[config.mk]
export PLATFORM = sky130hd
export DESIGN_NAME = ir_presence_detector_top
export DESIGN_NICKNAME = d
export VERILOG_FILES = /design/src/rtl/core/irpd_pkg.sv /design/src/rtl/core/irpd_sample_stage.sv /design/src/rtl/core/irpd_mean_stage.sv /design/src/rtl/core/irpd_vote_stage.sv /design/src/rtl/core/ir_presence_detector_top.sv
export SDC_FILE = /design/constraint.sdc
export NUM_CORES = 1
export LEC_CHECK = 0
export BUFFER_PORTS_ARGS = -buffer_cell sky130_fd_sc_hd__buf_2
export CORE_ASPECT_RATIO = 0.7
export CORE_MARGIN = 2
export CORE_UTILIZATION = 55
export CTS_BUF_LIST = sky130_fd_sc_hd__clkbuf_8
export CTS_CLUSTER_SIZE = 25
export DETAILED_ROUTE_END_ITERATION = 8
export GPL_TIMING_DRIVEN = 0
export HOLD_SLACK_MARGIN = 0.1
export PLACE_DENSITY = 0.68
export SYNTH_ARGS = -nofsm -noshare
export SYNTH_HDL_FRONTEND = slang
export SYNTH_SLANG_ARGS = --single-unit
[constraint.sdc]
create_clock -name clk -period 6.7 [get_ports clk]
set_input_delay 0.67 -clock clk [delete_from_list [all_inputs] [get_ports clk]]
set_output_delay 0.67 -clock clk [all_outputs]
set_load 0.1 [all_outputs]
[src/rtl/core/irpd_pkg.sv]
package irpd_pkg;

	// Field widths
	localparam int unsigned SampleW = 10;
	localparam int unsigned LevelW  = 10;
	localparam int unsigned DiffW   = 11;
	localparam int unsigned CfgIdxW = 1;
	localparam int unsigned CfgW    = 10;

	// Default ring depths
	localparam int unsigned DefSampleDepth = 16;
	localparam int unsigned DefVoteDepth   = 8;

	// Register reset values
	localparam logic [LevelW-1:0] ThresholdReset  = 10'd64;
	localparam logic [LevelW-1:0] HysteresisReset = 10'd16;

	// Configuration register indexes
	typedef enum logic [CfgIdxW-1:0] {
		CFG_THRESHOLD  = 1'b0,
		CFG_HYSTERESIS = 1'b1
	} cfg_reg_t;

	// Per-stage control: load takes a new item in, fire moves the held item on
	typedef struct packed {
		logic load;
		logic fire;
	} stage_ctrl_t;

endpackage

[src/rtl/core/irpd_sample_stage.sv]
module irpd_sample_stage #(
	parameter int unsigned SAMPLE_DEPTH = irpd_pkg::DefSampleDepth,
	localparam int unsigned SumW = irpd_pkg::SampleW + $clog2(SAMPLE_DEPTH)
) (
	input  logic                            clk,
	input  logic                            arst_n,
	input  irpd_pkg::stage_ctrl_t           ctrl,
	input  logic [irpd_pkg::SampleW-1:0]    ambient_sample,
	input  logic [irpd_pkg::SampleW-1:0]    lit_sample,
	output logic [SumW-1:0]                 sum_ambient,
	output logic [SumW-1:0]                 sum_lit
);

	localparam int unsigned IdxW  = (SAMPLE_DEPTH > 1) ? $clog2(SAMPLE_DEPTH) : 1;
	localparam int unsigned WordW = 2 * irpd_pkg::SampleW;

	// Both rings share one memory word: {ambient, lit}
	logic [WordW-1:0] ring_mem [SAMPLE_DEPTH];
	logic [WordW-1:0] rdata_q;

	logic [IdxW-1:0] idx_q;
	logic            wrap_q;

	logic [irpd_pkg::SampleW-1:0] ambient_s1;
	logic [irpd_pkg::SampleW-1:0] lit_s1;
	logic [IdxW-1:0]              idx_s1;
	logic                         old_ok_s1;
	logic                         fwd_s1;
	logic [WordW-1:0]             fwd_data_s1;

	logic [SumW-1:0]              sum_ambient_q;
	logic [SumW-1:0]              sum_lit_q;

	logic [WordW-1:0]             old_word;
	logic [IdxW-1:0]              idx_next;
	logic [SumW:0]                sum_ambient_d;
	logic [SumW:0]                sum_lit_d;

	assign idx_next = (idx_q == IdxW'(SAMPLE_DEPTH - 1)) ? '0 : idx_q + 1'b1;

	// Ring memory: write back in s1, read at accept
	always_ff @(posedge clk) begin
		if (ctrl.fire)
			ring_mem[idx_s1] <= {ambient_s1, lit_s1};
		if (ctrl.load)
			rdata_q <= ring_mem[idx_q];
	end

	// Item capture into s1
	always_ff @(posedge clk) begin
		if (ctrl.load) begin
			ambient_s1  <= ambient_sample;
			lit_s1      <= lit_sample;
			idx_s1      <= idx_q;
			fwd_data_s1 <= {ambient_s1, lit_s1};
		end
	end

	// Write index, fill flag and forwarding select
	always_ff @(posedge clk or negedge arst_n) begin
		if (!arst_n) begin
			idx_q     <= '0;
			wrap_q    <= 1'b0;
			old_ok_s1 <= 1'b0;
			fwd_s1    <= 1'b0;
		end else if (ctrl.load) begin
			idx_q     <= idx_next;
			old_ok_s1 <= wrap_q;
			fwd_s1    <= ctrl.fire && (idx_s1 == idx_q);
			if (idx_q == IdxW'(SAMPLE_DEPTH - 1))
				wrap_q <= 1'b1;
		end
	end

	// Entry being replaced; unwritten entries count as zero
	always_comb begin
		if (fwd_s1)
			old_word = fwd_data_s1;
		else if (old_ok_s1)
			old_word = rdata_q;
		else
			old_word = '0;
	end

	assign sum_ambient_d = {1'b0, sum_ambient_q} + (SumW + 1)'(ambient_s1)
		- (SumW + 1)'(old_word[WordW-1 -: irpd_pkg::SampleW]);
	assign sum_lit_d = {1'b0, sum_lit_q} + (SumW + 1)'(lit_s1)
		- (SumW + 1)'(old_word[irpd_pkg::SampleW-1:0]);

	// Running sums; they also serve as the s2 register
	always_ff @(posedge clk or negedge arst_n) begin
		if (!arst_n) begin
			sum_ambient_q <= '0;
			sum_lit_q     <= '0;
		end else if (ctrl.fire) begin
			sum_ambient_q <= sum_ambient_d[SumW-1:0];
			sum_lit_q     <= sum_lit_d[SumW-1:0];
		end
	end

	assign sum_ambient = sum_ambient_q;
	assign sum_lit     = sum_lit_q;

endmodule

[src/rtl/core/irpd_mean_stage.sv]
module irpd_mean_stage #(
	parameter int unsigned SAMPLE_DEPTH = irpd_pkg::DefSampleDepth,
	localparam int unsigned SumW = irpd_pkg::SampleW + $clog2(SAMPLE_DEPTH)
) (
	input  logic                          clk,
	input  logic                          load,
	input  logic [SumW-1:0]               sum_ambient,
	input  logic [SumW-1:0]               sum_lit,
	output logic [irpd_pkg::SampleW-1:0]  mean_ambient_s3,
	output logic [irpd_pkg::SampleW-1:0]  mean_lit_s3
);

	// sum / depth as multiply by ceil(2^Shift / depth), exact for all sums
	localparam int unsigned Shift = SumW + $clog2(SAMPLE_DEPTH);
	localparam int unsigned RecW  = SumW + 1;
	localparam int unsigned ProdW = SumW + RecW;
	localparam logic [RecW-1:0] Recip =
		RecW'(((64'd1 << Shift) + 64'(SAMPLE_DEPTH) - 64'd1) / 64'(SAMPLE_DEPTH));

	logic [ProdW-1:0] prod_ambient;
	logic [ProdW-1:0] prod_lit;

	assign prod_ambient = ProdW'(sum_ambient) * ProdW'(Recip);
	assign prod_lit     = ProdW'(sum_lit) * ProdW'(Recip);

	// s3 register: truncated means
	always_ff @(posedge clk) begin
		if (load) begin
			mean_ambient_s3 <= prod_ambient[Shift +: irpd_pkg::SampleW];
			mean_lit_s3     <= prod_lit[Shift +: irpd_pkg::SampleW];
		end
	end

endmodule

[src/rtl/core/irpd_vote_stage.sv]
module irpd_vote_stage #(
	parameter int unsigned VOTE_DEPTH = irpd_pkg::DefVoteDepth
) (
	input  logic                          clk,
	input  logic                          arst_n,
	input  logic                          fire,
	input  logic [irpd_pkg::LevelW-1:0]   threshold,
	input  logic [irpd_pkg::LevelW-1:0]   hysteresis,
	input  logic [irpd_pkg::SampleW-1:0]  mean_ambient,
	input  logic [irpd_pkg::SampleW-1:0]  mean_lit,
	output logic                          present,
	output logic [irpd_pkg::DiffW-1:0]    difference
);

	localparam int unsigned IdxW = (VOTE_DEPTH > 1) ? $clog2(VOTE_DEPTH) : 1;
	localparam int unsigned CntW = $clog2(VOTE_DEPTH + 1);
	localparam int unsigned CmpW = irpd_pkg::DiffW + 1;

	logic vote_mem [VOTE_DEPTH];
	logic vrd_q;
	logic vfwd_q;
	logic vfwd_bit_q;

	logic [IdxW-1:0] vidx_q;
	logic [IdxW-1:0] vidx_d;
	logic            vwrap_q;
	logic [CntW-1:0] vcount_q;
	logic [CntW-1:0] vcount_d;
	logic            present_q;

	logic signed [CmpW-1:0] diff;
	logic signed [CmpW-1:0] low_mark;
	logic signed [CmpW-1:0] thr_s;
	logic                   push_absent;
	logic                   push_present;
	logic                   do_push;
	logic                   old_vote;
	logic                   present_d;

	// Difference of means and hysteresis decision
	assign diff     = signed'(CmpW'(mean_ambient)) - signed'(CmpW'(mean_lit));
	assign thr_s    = signed'(CmpW'(threshold));
	assign low_mark = thr_s - signed'(CmpW'(hysteresis));

	assign push_absent  = present_q && (diff <= low_mark);
	assign push_present = !present_q && (diff >= thr_s);
	assign do_push      = fire && (push_absent || push_present);

	assign vidx_d = !do_push ? vidx_q
		: (vidx_q == IdxW'(VOTE_DEPTH - 1)) ? '0 : vidx_q + 1'b1;

	// Vote memory: read ahead at the next write slot every cycle
	always_ff @(posedge clk) begin
		if (do_push)
			vote_mem[vidx_q] <= push_present;
		vrd_q <= vote_mem[vidx_d];
	end

	// Vote leaving the ring; unwritten entries count as zero
	always_comb begin
		if (vfwd_q)
			old_vote = vfwd_bit_q;
		else if (vwrap_q)
			old_vote = vrd_q;
		else
			old_vote = 1'b0;
	end

	assign vcount_d  = do_push ? vcount_q + CntW'(push_present) - CntW'(old_vote) : vcount_q;
	assign present_d = (vcount_d == CntW'(VOTE_DEPTH));

	// Vote ring control state
	always_ff @(posedge clk or negedge arst_n) begin
		if (!arst_n) begin
			vidx_q     <= '0;
			vwrap_q    <= 1'b0;
			vcount_q   <= '0;
			present_q  <= 1'b0;
			vfwd_q     <= 1'b0;
			vfwd_bit_q <= 1'b0;
		end else begin
			vfwd_q     <= do_push && (vidx_d == vidx_q);
			vfwd_bit_q <= push_present;
			if (do_push) begin
				vidx_q   <= vidx_d;
				vcount_q <= vcount_d;
				if (vidx_q == IdxW'(VOTE_DEPTH - 1))
					vwrap_q <= 1'b1;
			end
			if (fire)
				present_q <= present_d;
		end
	end

	// Output register payload
	always_ff @(posedge clk) begin
		if (fire) begin
			present    <= present_d;
			difference <= diff[irpd_pkg::DiffW-1:0];
		end
	end

endmodule

[src/rtl/core/ir_presence_detector_top.sv]
// IR presence detector.
// Sample channel: one item is an ambient (emitter off) and a lit (emitter on)
// 10-bit reading, taken when sample_valid is high and sample_stall is low.
// Result channel: present and a signed 11-bit difference of the ring means,
// offered with result_valid; the receiver holds it with result_stall.
// Every sample item gives exactly one result item, in order.
// A result is offered from the output register after its item has passed s1, s2 and s3.
// Throughput: one item per cycle while the receiver does not stall. The pace is set
// by the ring memory read-modify-write (read at accept, write back when the item
// leaves s1, with forwarding) and the running-sum and vote-count updates.
// A stalled receiver fills the four pipeline slots, after which
// sample_stall rises; nothing is dropped and the held result stays put.
// Reset clears indexes, fill flags, sums and the present flag (rings are not
// cleared; unwritten entries read as zero) and loads threshold 64 and
// hysteresis 16. The user writes registers through cfg_we/cfg_index/cfg_data
// only while the block is idle; the block itself does not enforce this.
module ir_presence_detector_top #(
	parameter int unsigned SAMPLE_DEPTH = irpd_pkg::DefSampleDepth,
	parameter int unsigned VOTE_DEPTH   = irpd_pkg::DefVoteDepth
) (
	input  logic                          clk,
	input  logic                          arst_n,
	input  logic                          cfg_we,
	input  logic [irpd_pkg::CfgIdxW-1:0]  cfg_index,
	input  logic [irpd_pkg::CfgW-1:0]     cfg_data,
	input  logic                          sample_valid,
	output logic                          sample_stall,
	input  logic [irpd_pkg::SampleW-1:0]  ambient_sample,
	input  logic [irpd_pkg::SampleW-1:0]  lit_sample,
	output logic                          result_valid,
	input  logic                          result_stall,
	output logic                          present,
	output logic [irpd_pkg::DiffW-1:0]    difference
);

	localparam int unsigned SumW = irpd_pkg::SampleW + $clog2(SAMPLE_DEPTH);

	logic [irpd_pkg::LevelW-1:0] threshold_q;
	logic [irpd_pkg::LevelW-1:0] hysteresis_q;

	logic v1_q, v2_q, v3_q, ov_q;
	logic out_free, en1, en2, en3, fire1, fire2, fire3, in_acc;

	irpd_pkg::stage_ctrl_t sample_ctrl;

	logic [SumW-1:0]              sum_ambient;
	logic [SumW-1:0]              sum_lit;
	logic [irpd_pkg::SampleW-1:0] mean_ambient_s3;
	logic [irpd_pkg::SampleW-1:0] mean_lit_s3;

	// Configuration registers
	always_ff @(posedge clk or negedge arst_n) begin
		if (!arst_n) begin
			threshold_q  <= irpd_pkg::ThresholdReset;
			hysteresis_q <= irpd_pkg::HysteresisReset;
		end else if (cfg_we) begin
			case (irpd_pkg::cfg_reg_t'(cfg_index))
				irpd_pkg::CFG_THRESHOLD:  threshold_q  <= cfg_data[irpd_pkg::LevelW-1:0];
				irpd_pkg::CFG_HYSTERESIS: hysteresis_q <= cfg_data[irpd_pkg::LevelW-1:0];
				default: ;
			endcase
		end
	end

	// Pipeline flow control: each slot loads when empty or moving on
	assign out_free = !ov_q || !result_stall;
	assign fire3    = v3_q && out_free;
	assign en3      = !v3_q || out_free;
	assign fire2    = v2_q && en3;
	assign en2      = !v2_q || en3;
	assign fire1    = v1_q && en2;
	assign en1      = !v1_q || en2;
	assign in_acc   = sample_valid && en1;

	assign sample_stall = !en1;
	assign result_valid = ov_q;

	always_ff @(posedge clk or negedge arst_n) begin
		if (!arst_n) begin
			v1_q <= 1'b0;
			v2_q <= 1'b0;
			v3_q <= 1'b0;
			ov_q <= 1'b0;
		end else begin
			if (en1)
				v1_q <= in_acc;
			if (en2)
				v2_q <= fire1;
			if (en3)
				v3_q <= fire2;
			if (out_free)
				ov_q <= fire3;
		end
	end

	assign sample_ctrl.load = in_acc;
	assign sample_ctrl.fire = fire1;

	irpd_sample_stage #(
		.SAMPLE_DEPTH(SAMPLE_DEPTH)
	) u_sample (
		.clk            (clk),
		.arst_n         (arst_n),
		.ctrl           (sample_ctrl),
		.ambient_sample (ambient_sample),
		.lit_sample     (lit_sample),
		.sum_ambient    (sum_ambient),
		.sum_lit        (sum_lit)
	);

	irpd_mean_stage #(
		.SAMPLE_DEPTH(SAMPLE_DEPTH)
	) u_mean (
		.clk             (clk),
		.load            (fire2),
		.sum_ambient     (sum_ambient),
		.sum_lit         (sum_lit),
		.mean_ambient_s3 (mean_ambient_s3),
		.mean_lit_s3     (mean_lit_s3)
	);

	irpd_vote_stage #(
		.VOTE_DEPTH(VOTE_DEPTH)
	) u_vote (
		.clk          (clk),
		.arst_n       (arst_n),
		.fire         (fire3),
		.threshold    (threshold_q),
		.hysteresis   (hysteresis_q),
		.mean_ambient (mean_ambient_s3),
		.mean_lit     (mean_lit_s3),
		.present      (present),
		.difference   (difference)
	);

endmodule

==> summary.md <==
| Metric | Value |
|---|---|
| Register area share after synthesis | 67.0% |
| Vias post-DR | 11.9k |
| HPWL Detailed | 29900 um |
| Leak | 9.06 nW |
| Syn Inst Count | 1333 |
| Gr usage total | 23.7% |
| Wire per inst | 22.6 um |
| Clk_skew | 25.7 ps |
| Tightest Hold Check Type | in2reg |
| Synth Register Bits | 495 |
| Dpl cells | 1923 |
| Placeable Area | 38600 sq um |
| # clock sinks | 495 |
| Leading cell type in the layout, fill and taps excluded | edfxtp_1 |
| Synth cell types | 66 |
| Worst-path clk slew | 70 ps |
| PortBufs | 49 |
| Critical path endpoint category | flip-flop |
| N_diodes | 0 |
| Max_cap viols | 0 |
| Total wire length | 46600 um |
| Post-CTS Setup Bufs | 0 |
| DRT Pass-1 Iters | 5 |
| Fin cells | 2062 |
| Worst Setup Start Kind | flip-flop |
| Antenna violations before repair | 0 |
| DRT iter0 DRCs | 1085 |
| Max Fanout on Critical Path | 13 |
| H-Tree Depth | 3 |
| Die X | 241 um |
| Nets@finish | 1608 |
| Clock buffer depth | 3 |
| Post-synth design cell area | 21600 sq um |
| DIE HEIGHT | 170 um |
| Fin crit share | 80.3% |
| Critical path's slowest cell | a211oi_2 |
| Syn nets | 1467 |
| Power Total | 10.9 mW |
| Via density per instance | 5.77 |
| CP Class | reg2reg |
| Global-route wire length before repair | 71100 um |
| Final-report hold violation count | 0 |
| Synth warn | 0 |
| Max Slew Vio Count | 0 |
| Area Overhead vs Synth | 12.4% |
| Site row count | 60 |
| Number of synthesized flops with an enable pin | 424 |
| Fill cells | 2883 |
| Worst Path Required | 7220 ps |
| Residual DRC count | 0 |
| Total CTS buffers | 75 |
| Most frequent cells in the layout | 424 x edfxtp_1, 174 x inv_1, 100 x mux4_2 |
| CTS tree | built |
| Max Fclk | 186 MHz |
| Cell mode on critical path | ha_1 |
| Fraction of layout cells with a size suffix above 1 | 20.4% |
| Mapped Avg Cell Area | 16.2 sq um |
| Worst-Skew Late Latency | 650 ps |
| Worst slew pin tran | 1200 ps |
| Final setup fails | 0 |
| Power Dens Cells | 448 nW/um^2 |
| Maximum vdd drop | 0.197 mV |
| RePlAce Congestion | 0.825 |
| Relative slew slack | 20.2% |
| Largest net degree at the start of global routing | 65 |
| IO Count | 50 |
| Vias in the first global route | 11.9k |
| CP peak stage delay | 700 ps |
| Ys flop type | edfxtp_1 |
| Hold_ws | 198 ps |
| Post-route ant nets | 0 |
| Initial Util | 56.1% |
| WP data arrival | 5900 ps |
| Final Util | 63.1% |
| Grt ovf | 0 |
| Status | completed |
| Fraction of registers with async set/reset | 14.1% |
| Final setup TNS | 0 ps |
| Die footprint | 41000 sq um |
| Root Driver | clkbuf_8 |
| Unrepaired setup endpoints after global routing | no |
| Final min period | 5380 ps |
| CP cell instances | ha_1 -> and2_4 -> a221oi_2 -> nand4_1 -> and3b_1 -> or2_2 -> ha_1 -> a21oi_1 -> or2_2 -> a211oi_2 -> ha_1 -> inv_1 -> fa_1 -> xnor2_1 -> or3b_2 -> nor2b_1 -> mux2_4 -> a22o_1 -> mux2_2 |
[power by group]
part | leakage [nW] | internal (mW) | switching, mW
logic | 3.49 | 1.85 | 2.53
clock network | 0.818 | 1.21 | 1.18
registers | 4.75 | 3.89 | 0.236
[critical path: cells and delay by family, from the launching register on]
kind | cells | cell delay, ps
AOI/OAI and AO/OA | 4 | 1350
xor gates and xnor gates | 1 | 180
adders and majority gates | 4 | 1330
buffers and inverters | 1 | 60
DFF | 1 | 370
muxes | 2 | 520
and+or+nand+nor | 7 | 1460
[cell type report]
class                           count  area [sq um]  area share [%]
Clock inverter                     60           358            1.47
Tap cell                          527           659            2.71
Multi-Input combinational cell    641          6510            26.8
Buffer                             45           178           0.730
Clock buffer                       78          1070            4.41
Timing Repair Buffer               64           472            1.94
Sequential cell                   495         14500            59.6
Inverter                          152           573            2.36
[logic make-up (layout without fill, tap and decap cells)]
kind of cell    after synthesis  in the layout  synth area share, %
compound gates              183            183                 5.69
buf+inv                     197            399                 3.46
flops                       495            495                 67.0
xor+xnor                     34             34                 1.38
mux                         121            121                 11.5
fa+ha+maj                    98             98                 6.46
simple gates                205            205                 4.47
[state kept, by name, indices dropped and copies added, names as in the netlist, 3 cells and up]
name and count:
hysteresis_q 10, u_sample.lit_s1 10, u_vote.difference 11, u_sample.idx_s1 4, u_sample.rdata_q 20, u_sample.ambient_s1 10, u_mean.mean_lit_s3 10, u_sample.sum_lit 14
u_sample.ring_mem 320, u_sample.sum_ambient 14, u_sample.fwd_data_s1 20, threshold_q 10, u_vote.vidx_q 3, u_sample.idx_q 4, u_vote.vote_mem 8, u_vote.vcount_q 4
u_mean.mean_ambient_s3 10
[final timing paths]
check | from | end | slack [ps] | cells past startpoint
min | ambient_sample[1] | u_sample.ambient_s1[1] | 200 | 1
max | u_mean.mean_ambient_s3[7] | u_vote.present_q | 1320 | 19
max reg2reg | u_mean.mean_ambient_s3[7] | u_vote.present_q | 1320 | 19
max in group asynchronous | arst_n | threshold_q[6] | 5690 | 3
min in group asynchronous | arst_n | u_sample.idx_q[3] | 410 | 2
min reg2reg | u_sample.idx_q[2] | u_sample.idx_s1[2] | 450 | 0
[cell usage after synthesis (3+ instances only)]
master,n,area share [%]
and3_1,6,0.17
o21a_1,8,0.28
xnor2_1,24,0.97
mux2i_2,3,0.19
or2_2,5,0.14
or3_1,6,0.17
edfxtp_1,424,59
a21boi_0,3,0.10
nand2_1,70,1.2
a22o_1,21,0.85
o31a_1,5,0.20
a21boi_1,5,0.17
nand4_1,5,0.14
o31ai_1,5,0.17
fa_1,23,2.1
nor4_1,4,0.12
o21ai_1,7,0.16
a21o_1,17,0.59
a211oi_1,4,0.14
mux2_2,11,0.57
xor2_1,10,0.40
mux2i_1,4,0.18
mux4_2,100,10
nand2b_1,15,0.43
nor2_1,51,0.88
a31oi_1,5,0.14
ha_1,75,4.3
buf_1,12,0.21
o21ai_0,51,1.2
dfrtp_1,68,7.9
inv_1,150,2.6
o211ai_1,6,0.21
nand3_1,8,0.18
clkbuf_1,31,0.54
nor3_1,11,0.25
a21oi_1,28,0.65
nor2b_1,14,0.40
[layer usage]
metal  global-route usage, %  wire length, um  vias up
met5                       0                0        -
met4                    6.84              914        0
met3                    4.61             3250       78
met2                    33.5            20300      441
met1                    37.6            22100     6054
li1                        -                -     5317
[metrics by stage]
stage | worst slack, ps | cell area [sq um]
6_report | 1320 | 24300
5_1_grt | 840 | 24300
4_1_cts | 1280 | 24300
3_5_place_dp | 1290 | 22900
3_3_place_gp | 682 | 22600
2_1_floorplan | 1930 | 21600
[repair_timing]
item                      4_1_cts  5_1_grt
gates resized for setup         0        0
hold endpoints to repair        6        0
hold buffers                    1        0
No activity file was read; power rests on OpenSTA's default activity.
